<file path="src/hw/rtl/sm3_pkg.sv">
`timescale 1ns / 1ps

package sm3_pkg;

  typedef logic [31:0] word_t;

  // Eight 32-bit words; element 0 is register A (or chaining word 0).
  typedef logic [7:0][31:0] state8_t;

  localparam state8_t IV = {
    32'hB0FB0E4E, 32'hE38DEE4D, 32'h163138AA, 32'hA96F30BC,
    32'hDA8A0600, 32'h172442D7, 32'h4914B2B9, 32'h7380166F
  };

  localparam word_t T_LOW  = 32'h79CC4519;
  localparam word_t T_HIGH = 32'h7A879D8A;
  localparam word_t PAD_WORD = 32'h8000_0000;
  localparam logic [7:0] PAD_BYTE = 8'h80;

  localparam int unsigned ROUNDS = 64;
  localparam int unsigned BLOCK_WORDS = 16;

  typedef logic [$clog2(ROUNDS)-1:0] round_t;

  // Control of the message schedule window.
  typedef struct packed {
    logic  push;    // shift one message word into the window
    logic  expand;  // shift one expanded word into the window
    word_t data;    // message word for push
  } sched_ctl_t;

  // Control of the compression unit.
  typedef struct packed {
    logic   load;   // load A..H from the chaining value
    logic   step;   // run one round
    round_t round;  // round index j
  } comp_ctl_t;

  function automatic word_t rotl(input word_t x, input logic [4:0] n);
    logic [63:0] d;
    d = {x, x} << n;
    return d[63:32];
  endfunction

  function automatic word_t perm0(input word_t x);
    return x ^ rotl(x, 5'd9) ^ rotl(x, 5'd17);
  endfunction

  function automatic word_t perm1(input word_t x);
    return x ^ rotl(x, 5'd15) ^ rotl(x, 5'd23);
  endfunction

endpackage

</file>
<file path="src/hw/rtl/sm3_msg_sched.sv">
`timescale 1ns / 1ps

// Sixteen-word sliding window. Message words shift in at the top while a
// block is collected; during compression each round shifts in W[j+16], so
// the bottom always holds W[j] and W[j+4].
module sm3_msg_sched (
  input  logic                clk,
  input  sm3_pkg::sched_ctl_t ctl,
  output sm3_pkg::word_t      w_j,
  output sm3_pkg::word_t      wp_j
);

  sm3_pkg::word_t win_r [sm3_pkg::BLOCK_WORDS];
  sm3_pkg::word_t expd;

  always_comb begin
    expd = sm3_pkg::perm1(win_r[0] ^ win_r[7] ^ sm3_pkg::rotl(win_r[13], 5'd15))
         ^ sm3_pkg::rotl(win_r[3], 5'd7) ^ win_r[10];
  end

  always_ff @(posedge clk) begin
    if (ctl.push || ctl.expand) begin
      for (int i = 0; i < sm3_pkg::BLOCK_WORDS - 1; i++) begin
        win_r[i] <= win_r[i+1];
      end
      win_r[sm3_pkg::BLOCK_WORDS-1] <= ctl.push ? ctl.data : expd;
    end
  end

  assign w_j  = win_r[0];
  assign wp_j = win_r[0] ^ win_r[4];

endmodule

</file>
<file path="src/hw/rtl/sm3_compress.sv">
`timescale 1ns / 1ps

// Working registers A..H and the round function, one round per step.
module sm3_compress (
  input  logic                 clk,
  input  sm3_pkg::comp_ctl_t   ctl,
  input  sm3_pkg::state8_t     cv,
  input  sm3_pkg::word_t       w_j,
  input  sm3_pkg::word_t       wp_j,
  output sm3_pkg::state8_t     regs
);

  sm3_pkg::state8_t r_r;
  sm3_pkg::state8_t r_nxt;

  always_comb begin
    sm3_pkg::word_t a12, tj, ss1, ss2, ff, gg, tt1, tt2;
    logic early;
    early = (ctl.round < sm3_pkg::round_t'(16));
    a12 = sm3_pkg::rotl(r_r[0], 5'd12);
    tj  = early ? sm3_pkg::T_LOW : sm3_pkg::T_HIGH;
    ss1 = sm3_pkg::rotl(a12 + r_r[4] + sm3_pkg::rotl(tj, ctl.round[4:0]), 5'd7);
    ss2 = ss1 ^ a12;
    if (early) begin
      ff = r_r[0] ^ r_r[1] ^ r_r[2];
      gg = r_r[4] ^ r_r[5] ^ r_r[6];
    end else begin
      ff = (r_r[0] & r_r[1]) | (r_r[0] & r_r[2]) | (r_r[1] & r_r[2]);
      gg = (r_r[4] & r_r[5]) | (~r_r[4] & r_r[6]);
    end
    tt1 = ff + r_r[3] + ss2 + wp_j;
    tt2 = gg + r_r[7] + ss1 + w_j;
    r_nxt[3] = r_r[2];
    r_nxt[2] = sm3_pkg::rotl(r_r[1], 5'd9);
    r_nxt[1] = r_r[0];
    r_nxt[0] = tt1;
    r_nxt[7] = r_r[6];
    r_nxt[6] = sm3_pkg::rotl(r_r[5], 5'd19);
    r_nxt[5] = r_r[4];
    r_nxt[4] = sm3_pkg::perm0(tt2);
  end

  always_ff @(posedge clk) begin
    if (ctl.load) begin
      r_r <= cv;
    end else if (ctl.step) begin
      r_r <= r_nxt;
    end
  end

  assign regs = r_r;

endmodule

</file>
<file path="src/hw/rtl/sm3_hash_engine_core.sv">
`timescale 1ns / 1ps
// The engine takes no new word while a block is compressed: the sixteenth word
// of a block is pushed, then 64 rounds and one fold run before in_tready rises.
// After a final word, padding pushes and one or two compressions come before
// the first digest transfer.
// Reset (rst_n low, synchronous): chaining value to the SM3 IV, length and
// word position to zero, sequencer idle, no output pending.

// SM3 hash engine. Message words enter one per transfer; sixteen of them
// form a block. A full block is compressed by one shared round unit that
// runs 64 times under a small sequencer while the message schedule window
// produces W[j] and W'[j] on the fly. The compression unit holds A..H; the
// chaining value lives here and is folded with A..H after the last round.
//
// A final word (in_tlast) is masked to its valid bytes and gets the 0x80
// pad byte. The sequencer then pushes the remaining pad words one per cycle,
// except during a compression: a lone 0x80000000 word when the final word was
// full, zeros up to word fourteen (through an extra block if needed), then the
// 64-bit bit length. After the last compression the eight digest words leave
// as transfers on the output channel; the engine returns to the initial value.
module sm3_hash_engine_core (
  input  logic        clk,
  input  logic        rst_n,
  // Input channel.
  input  logic        in_tvalid,
  output logic        in_tready,
  input  logic [31:0] in_tdata,   // message_word [31:0]
  input  logic [2:0]  in_tuser,   // byte_count [2:0]
  input  logic        in_tlast,   // last_word
  // Result channel.
  output logic        out_tvalid,
  input  logic        out_tready,
  output logic [31:0] out_tdata,  // digest_word [31:0]
  output logic        out_tlast   // digest_last
);

  typedef enum logic [2:0] {
    S_IDLE,
    S_ROUND,
    S_FOLD,
    S_PAD,
    S_OUT
  } state_t;

  state_t               state_r, state_nxt;
  logic [3:0]           pos_r, pos_nxt;
  logic [60:0]          bytes_r, bytes_nxt;
  sm3_pkg::state8_t     cv_r, cv_nxt;
  sm3_pkg::round_t      round_r, round_nxt;
  logic [2:0]           oidx_r, oidx_nxt;
  logic                 pend_r, pend_nxt;   // 0x80000000 word still owed
  logic                 pad_r, pad_nxt;     // padding of a final word under way
  logic                 hi_r, hi_nxt;       // upper length word pushed
  logic                 done_r, done_nxt;   // lower length word pushed

  sm3_pkg::sched_ctl_t  sched_ctl;
  sm3_pkg::comp_ctl_t   comp_ctl;
  sm3_pkg::word_t       w_j, wp_j;
  sm3_pkg::state8_t     regs;

  logic                 in_xfer;
  logic                 out_xfer;
  logic [2:0]           cnt_sat;
  sm3_pkg::word_t       last_fmt;
  sm3_pkg::word_t       pad_data;
  logic [63:0]          bit_len;
  logic                 full;

  assign in_tready  = (state_r == S_IDLE);
  assign out_tvalid = (state_r == S_OUT);
  assign out_tdata  = cv_r[oidx_r];
  assign out_tlast  = (oidx_r == 3'd7);

  assign in_xfer  = in_tvalid && in_tready;
  assign out_xfer = out_tvalid && out_tready;
  assign bit_len  = {bytes_r, 3'b000};

  // The final word keeps only its valid leading bytes; the pad byte follows.
  always_comb begin
    cnt_sat = (in_tuser > 3'd4) ? 3'd4 : in_tuser;
    case (cnt_sat)
      3'd0:    last_fmt = {sm3_pkg::PAD_BYTE, 24'h0};
      3'd1:    last_fmt = {in_tdata[31:24], sm3_pkg::PAD_BYTE, 16'h0};
      3'd2:    last_fmt = {in_tdata[31:16], sm3_pkg::PAD_BYTE, 8'h0};
      3'd3:    last_fmt = {in_tdata[31:8], sm3_pkg::PAD_BYTE};
      default: last_fmt = in_tdata;
    endcase
  end

  // Pad word for the current position once the final word is in.
  always_comb begin
    if (pend_r) begin
      pad_data = sm3_pkg::PAD_WORD;
    end else if (pos_r == 4'd14) begin
      pad_data = bit_len[63:32];
    end else if (pos_r == 4'd15 && hi_r) begin
      pad_data = bit_len[31:0];
    end else begin
      pad_data = '0;
    end
  end

  always_comb begin
    sched_ctl.push   = in_xfer || (state_r == S_PAD);
    sched_ctl.expand = (state_r == S_ROUND);
    sched_ctl.data   = (state_r == S_PAD) ? pad_data
                     : (in_tlast ? last_fmt : in_tdata);
  end

  assign full = sched_ctl.push && (pos_r == 4'd15);

  always_comb begin
    comp_ctl.load  = full;
    comp_ctl.step  = (state_r == S_ROUND);
    comp_ctl.round = round_r;
  end

  sm3_msg_sched u_sched (
    .clk  (clk),
    .ctl  (sched_ctl),
    .w_j  (w_j),
    .wp_j (wp_j)
  );

  sm3_compress u_comp (
    .clk  (clk),
    .ctl  (comp_ctl),
    .cv   (cv_r),
    .w_j  (w_j),
    .wp_j (wp_j),
    .regs (regs)
  );

  always_comb begin
    state_nxt = state_r;
    pos_nxt   = sched_ctl.push ? pos_r + 4'd1 : pos_r;
    bytes_nxt = bytes_r;
    cv_nxt    = cv_r;
    round_nxt = round_r;
    oidx_nxt  = oidx_r;
    pend_nxt  = pend_r;
    pad_nxt   = pad_r;
    hi_nxt    = hi_r;
    done_nxt  = done_r;

    case (state_r)
      S_IDLE: begin
        if (in_xfer) begin
          if (in_tlast) begin
            bytes_nxt = bytes_r + 61'(cnt_sat);
            pend_nxt  = (cnt_sat == 3'd4);
            pad_nxt   = 1'b1;
            state_nxt = full ? S_ROUND : S_PAD;
          end else begin
            bytes_nxt = bytes_r + 61'd4;
            state_nxt = full ? S_ROUND : S_IDLE;
          end
          round_nxt = '0;
        end
      end
      S_PAD: begin
        if (pend_r) begin
          pend_nxt = 1'b0;
        end else if (pos_r == 4'd14) begin
          hi_nxt = 1'b1;
        end else if (pos_r == 4'd15 && hi_r) begin
          done_nxt = 1'b1;
        end
        round_nxt = '0;
        if (full) begin
          state_nxt = S_ROUND;
        end
      end
      S_ROUND: begin
        round_nxt = round_r + sm3_pkg::round_t'(1);
        if (round_r == sm3_pkg::round_t'(sm3_pkg::ROUNDS - 1)) begin
          state_nxt = S_FOLD;
        end
      end
      S_FOLD: begin
        cv_nxt = cv_r ^ regs;
        if (done_r) begin
          oidx_nxt  = '0;
          state_nxt = S_OUT;
        end else if (pad_r) begin
          state_nxt = S_PAD;
        end else begin
          state_nxt = S_IDLE;
        end
      end
      S_OUT: begin
        if (out_xfer) begin
          oidx_nxt = oidx_r + 3'd1;
          if (oidx_r == 3'd7) begin
            cv_nxt    = sm3_pkg::IV;
            bytes_nxt = '0;
            pos_nxt   = '0;
            pad_nxt   = 1'b0;
            hi_nxt    = 1'b0;
            done_nxt  = 1'b0;
            pend_nxt  = 1'b0;
            state_nxt = S_IDLE;
          end
        end
      end
      default: begin
        state_nxt = S_IDLE;
      end
    endcase
  end

  always_ff @(posedge clk) begin
    if (!rst_n) begin
      state_r <= S_IDLE;
      pos_r   <= '0;
      bytes_r <= '0;
      cv_r    <= sm3_pkg::IV;
      round_r <= '0;
      oidx_r  <= '0;
      pend_r  <= 1'b0;
      pad_r   <= 1'b0;
      hi_r    <= 1'b0;
      done_r  <= 1'b0;
    end else begin
      state_r <= state_nxt;
      pos_r   <= pos_nxt;
      bytes_r <= bytes_nxt;
      cv_r    <= cv_nxt;
      round_r <= round_nxt;
      oidx_r  <= oidx_nxt;
      pend_r  <= pend_nxt;
      pad_r   <= pad_nxt;
      hi_r    <= hi_nxt;
      done_r  <= done_nxt;
    end
  end

endmodule

</file>
<file path="config.mk">
export PLATFORM = sky130hd
export DESIGN_NAME = sm3_hash_engine_core
export DESIGN_NICKNAME = d
export VERILOG_FILES = /design/src/hw/rtl/sm3_pkg.sv /design/src/hw/rtl/sm3_msg_sched.sv /design/src/hw/rtl/sm3_compress.sv /design/src/hw/rtl/sm3_hash_engine_core.sv
export SDC_FILE = /design/constraint.sdc
export NUM_CORES = 2
export LEC_CHECK = 0
export BUFFER_PORTS_ARGS = -buffer_cell sky130_fd_sc_hd__buf_4
export CORE_MARGIN = 3
export CORE_UTILIZATION = 60
export DETAILED_ROUTE_END_ITERATION = 10
export PLACE_DENSITY = 0.86
export SYNTH_ARGS = -nofsm -noshare
export SYNTH_HDL_FRONTEND = slang
export SYNTH_SLANG_ARGS = --single-unit
</file>
<file path="constraint.sdc">
create_clock -name clk -period 21.4 [get_ports clk]
set_clock_uncertainty 0.05 [all_clocks]
set_input_delay 6.42 -clock clk [delete_from_list [all_inputs] [get_ports clk]]
set_output_delay 6.42 -clock clk [all_outputs]
set_load 0.02 [all_outputs]
</file>
== Word level (Yosys, flattened, before mapping) ==
Memories as Yosys holds them, arrays and structs flattened.
Index checks and enable logic that the tools add are counted.
Widths: inputs -> output; s select.
Word-level totals
  bits in registers: 593
  memories kept: 1
  RAM bits: 512
  input port bits: 40
  word-level logic and storage cells: 173
Memory list
  u_sched.win_r: depth 16, bits a word 32, rd ports 16, clocked after memory_dff 0, wr ports 16, RTL line sm3_msg_sched.sv:13  | sm3_pkg::word_t win_r [sm3_pkg::BLOCK_WORDS];
Cells by class
  order comparisons: 3
  multiplexer cells: 60
  reductions and logical operators: 23
  bitwise gates (word level): 24
  shifts and indexed selects: 1
  add/subtract/negate cells: 13
  equal/unequal tests: 23
Operators with widths (count)
  $mux 256: 4
  $pmux 256 s2: 1
  $xor 32x32->32: 14
  $mux 32: 9
  $add 32x32->32: 8
  $xor 256x256->256: 1
  $mux 61: 4
  $and 32x32->32: 5
  $pmux 32 s4: 1
  $pmux 61 s2: 1
  $bmux 32 s3: 1
  $or 32x32->32: 3
  $shl 64x5->64: 1
  $add 61x3->61: 1
  $add 61x3->61 const B: 1
  $not 32->32: 1
  $mux 3: 9
  $mux 26: 1
  $reduce_and 5->1: 4
  $pmux 6 s3: 1
  $mux 4: 4
  $pmux 3 s5: 1
  $mux 1: 14
  $ne 2x2->1 const B: 7
  other kinds (26): 50

== Depth between registers and ports, before layout ==
  depth in word-level cells: 11
  mapped depth: 42
  gate-level depth less buffers: 37

== Modules after synthesis ==
From an unflattened synthesis, not the netlist that was laid out.
Second synthesis, totals
  cell total of the unflattened synthesis: 4938
  area, all modules: 58247.1 µm²
By module, submodules not included
  sm3_compress: area each 24111.9 µm², times used 1, cells each 2334
  sm3_msg_sched: area each 17830.9 µm², times used 1, cells each 776
  sm3_hash_engine_core: area each 16304.4 µm², times used 1, cells each 1828

== Worst setup path before layout ==
Ideal clock, no wire load.
  path kind: input port to flip-flop
  start point: input in_tvalid
  end point: memory u_sched.win_r[0][0] in the netlist's numbering, enable pin
  path slack: 3810 ps
  data arrival time: 16684 ps
  cell stages on the path: 5
  buffers on the path: 1
  required time: 20495 ps
  setup time: 855 ps
  path through: nand2_1 > nand2_1 > buf_2 > nor2_1 > inv_1
RTL lines
  from (decl): RTL line sm3_hash_engine_core.sv:25  | input logic in_tvalid,
  to (decl): RTL line sm3_msg_sched.sv:13

== Worst setup path after layout ==
  start point: register round_r[0]
  end point: register u_comp.r_r, in the netlist u_comp.regs[28] (data pin)
Between the ends
  cells in the longest elaborated chain, start to end: 9
Ends and longest elaborated chain
  from (decl): RTL line sm3_hash_engine_core.sv:49  | sm3_pkg::round_t round_r, round_nxt;
  from (signal assigned): RTL line sm3_hash_engine_core.sv:229  | round_r <= round_nxt;
  $lt 6x5->1: RTL line sm3_compress.sv:19  | early = (ctl.round < sm3_pkg::round_t'(16));
  $mux 26: RTL line sm3_compress.sv:21  | tj = early ? sm3_pkg::T_LOW : sm3_pkg::T_HIGH;
  $shl 64x5->64: RTL line sm3_pkg.sv:41  | d = {x, x} << n;
  $add 32x32->32: RTL line sm3_compress.sv:22  | ss1 = sm3_pkg::rotl(a12 + r_r[4] + sm3_pkg::rotl(tj, ctl.round[4:0]), 5'd7);
  $xor 32x32->32: RTL line sm3_compress.sv:23  | ss2 = ss1 ^ a12;
  $add 32x32->32 (*) (2 in a row): RTL line sm3_compress.sv:31  | tt1 = ff + r_r[3] + ss2 + wp_j;
  $mux 256 (*): RTL line sm3_compress.sv:46  | end else if (ctl.step) begin
  $mux 256 (*): RTL line sm3_compress.sv:44  | if (ctl.load) begin
  to (signal assigned): RTL line sm3_compress.sv:45  | r_r <= cv;
  to (signal assigned): RTL line sm3_compress.sv:47  | r_r <= r_nxt;
  to (decl): RTL line sm3_compress.sv:13  | sm3_pkg::state8_t r_r;
Every way passes the cells marked *; elsewhere a longest branch is shown, timed or not. The select of a mux whose other input is x is not followed.
A chain may end at the register's enable or synchronous reset.

==> reports/qor.yml <==
syn-cell-area_sq_mm: 0.0572
ant_nets: 0
grt_util_all_layers: 0.350
start_util: 0.609
dp_hpwl_mm: 123
regToRegStartpoint: "round_r[0]$_SDFFE_PN0P_"
crit_path_start_kind: "flip-flop"
multi_input_area_sq_mm: 0.0255
cp-end-kind: "flip-flop"
wl_per_cell_um: 26.7
crit_fanout: 32
synth_seq_cells: 1105
synth-seq-area-share: 0.521
drive_above_1_share: 0.0872
fin_hold_ws_ps: 364
place.gp.congestion: 1.05
clock_tree.root_cell: "clkbuf_16"
rsz0062_at_grt: "no"
utilization: 0.665
die_area_sq_mm: 0.0992
dpl.cell_count: 6294
dieHeight_um: 315
fin_crit_ps: 10710
clockBufferDepth: 3
hp-class: "flip-flop to flip-flop"
cts_setup_buffers: 0
antenna_found_initial: 7
grt_max_degree: 203
areaGrowthSynthToFinish_pct: 9.26
reg2reg_depth: 32
fp.dieW_um: 315
criticalPathCategory: "flip-flop to flip-flop"
finalNetCount: 5483
dr.pass1.iters: 8
vias_per_cell: 6.29
maxCapViolations: 0
worstSetupStartpoint: "round_r[0]$_SDFFE_PN0P_"
drcViolationCount: 0
holdBufCountCts: 0
yosys_most_used_dff: "edfxtp_1"
synthArstFlopShare: 0
cts_resized: 0
synth.distinct_cells: 99
grt_pass1_vias: 39600
hold_path_startpoint: "u_sched.win_r[1][22]$_DFFE_PP_"
drtIter0Drc: 5511
stdcell_count: 6497
setup_viol: 0
io_pins: 75
finalCritPeriodShare: 0.501
slowest_delay_ps: 1010
drt_wl_total_mm: 173
slew_viol_final: 0
vias: 40900
fillCellCount: 6591
grt_pass1_wl_mm: 255
postSynthCellCount: 5159
finalSetupTns_ps: 0
cts_buffers: 106
holdPathStages: 0
synth_edf_count: 768
critPathSlowestCell: "dfxtp_1"
num_rows: 112
htree_levels: 3
synth_warnings: 0
cp_data_arrival_time_ps: 11080
relSlewSlack: 0.221
core_region_area_sq_mm: 0.0940
synth_nets: 5494
rrSetupSlack_ps: 10690
worstMarginPinSlew_ps: 1170
status: "complete, no violations"
insertion_delay_ps: 720
grt-ovfl-total: 0
io_buffers: 74
hold_viol_final: 0
clkTransAtPathRegs_ps: 70
cts_tree: "built"
cts.sink_count: 1105
seqCellArea_sq_mm: 0.0298
max_freq_ghz: 0.0934
avgSynthCellArea_sq_um: 11.1
required_ps: 21770
-- layout make-up --
type	count	share of cell area
Antenna cell	3	0.000120
Clock buffer	137	0.0460
Sequential cell	1105	0.477
Inverter	307	0.0186
Timing Repair Buffer	104	0.0133
Multi-Input combinational cell	3524	0.408
Tap cell	1254	0.0251
Clock inverter	63	0.0125
-- per-layer routing --
metal / part of all wire / routed length (um) / track usage / vias up
li1: - / - / - / 17800
met1: 0.36 / 62000 / 0.446 / 20000
met2: 0.46 / 80200 / 0.551 / 2523
met3: 0.10 / 18100 / 0.0699 / 489
met4: 0.075 / 13000 / 0.219 / 4
met5: 0.00016 / 28 / 0 / -
-- cells in the final DEF, fill, tap and decap left out, types with 9 or more instances in the layout --
master,n
a211oi_1,13
a21o_1,44
a21oi_1,310
a221oi_1,30
a22o_1,26
a31o_2,9
a31oi_1,29
and2_1,14
and3_1,142
buf_4,100
bufinv_16,13
clkbuf_1,21
clkbuf_16,107
clkbuf_8,9
clkinv_1,15
clkinv_2,15
dfxtp_1,332
edfxtp_1,768
fa_1,189
ha_1,106
inv_1,304
mux2_2,60
mux2i_1,63
mux4_2,64
nand2_1,811
nand2b_1,19
nand3_1,42
nand4_1,19
nor2_1,349
nor2b_1,15
nor3_1,35
o211ai_1,21
o21a_1,9
o21ai_0,319
o21ai_1,9
o21bai_1,10
or3_1,12
xnor2_1,354
xnor3_1,9
xor2_1,257
-- path summary, 6_finish.rpt --
check	endpoint
setup / recovery	u_comp.regs[28]$_DFFE_PP_
hold / removal	u_sched.win_r[0][246]$_DFFE_PP_
setup reg to reg	u_comp.regs[28]$_DFFE_PP_
hold reg to reg	u_sched.win_r[0][246]$_DFFE_PP_
-- flip-flops by register name, summed over array words and instances, names as in the netlist, 3 cells and up --
register and cells:
u_sched.win_r 512, cv_r 256, u_comp.regs 256, bytes_r 61, round_r 6, pos_r 4
oidx_r 3, state_r 3
-- metrics by stage --
| stage | area (sq um) | setup slack [ps] |
|---|---|---|
| final | 62500 | 10690 |
| after global routing | 62500 | 10120 |
| after CTS | 62500 | 10910 |
| after detailed placement | 58900 | 10840 |
| after global placement | 58900 | 11010 |
| after floorplan | 57200 | 3810 |
-- kinds of logic after synthesis --
logic type	synth area share
AO/OA/AOI/OAI	0.0947
XOR/XNOR	0.0987
adder cells (fa/ha/maj)	0.0894
buffers and inverters	0.0351
flip-flops	0.521
multiplexers	0.0480
AND/OR/NAND/NOR	0.113
-- critical path, delay by kind of cell (launching register included) --
kind | cells | cell delay [ps]
compound gates | 16 | 3430
xor+xnor | 3 | 980
fa+ha+maj | 7 | 2980
buf+inv | 2 | 640
flops | 1 | 1010
mux | 2 | 530
simple gates | 2 | 790
-- cell usage after synthesis (all sizes together), types with 5 or more instances --
master / n / area (sq um)
ha: 106 / 1330
edfxtp: 768 / 23100
clkbuf: 184 / 692
mux2i: 63 / 631
xnor3: 9 / 203
and3: 144 / 903
nor3: 39 / 223
o211ai: 22 / 170
or3: 13 / 82.6
a211oi: 14 / 110
o221ai: 8 / 70.1
and4: 6 / 57.6
nor3b: 5 / 37.5
mux4: 64 / 1440
o31ai: 5 / 37.5
and2: 14 / 87.6
o21ai: 330 / 1660
a21oi: 312 / 1570
nor2: 358 / 1360
a31o: 9 / 78.8
a21boi: 9 / 67.6
nand2: 814 / 3060
inv: 306 / 1150
a31oi: 29 / 181
xor2: 258 / 2270
a21o: 44 / 330
fa: 189 / 3780
dfxtp: 337 / 6750
xnor2: 356 / 3130
o21bai: 11 / 86.3
a41o: 5 / 50.1
a22oi: 8 / 60.1
nor2b: 15 / 93.8
mux2: 60 / 676
nand4: 20 / 140
a22o: 27 / 238
nand3: 42 / 210
nand2b: 19 / 119
buf: 39 / 164
o21a: 9 / 67.6
a221oi: 30 / 263
Power is not shown: default switching activity piles up to over one toggle a cycle in this logic, so the estimate is an artifact.
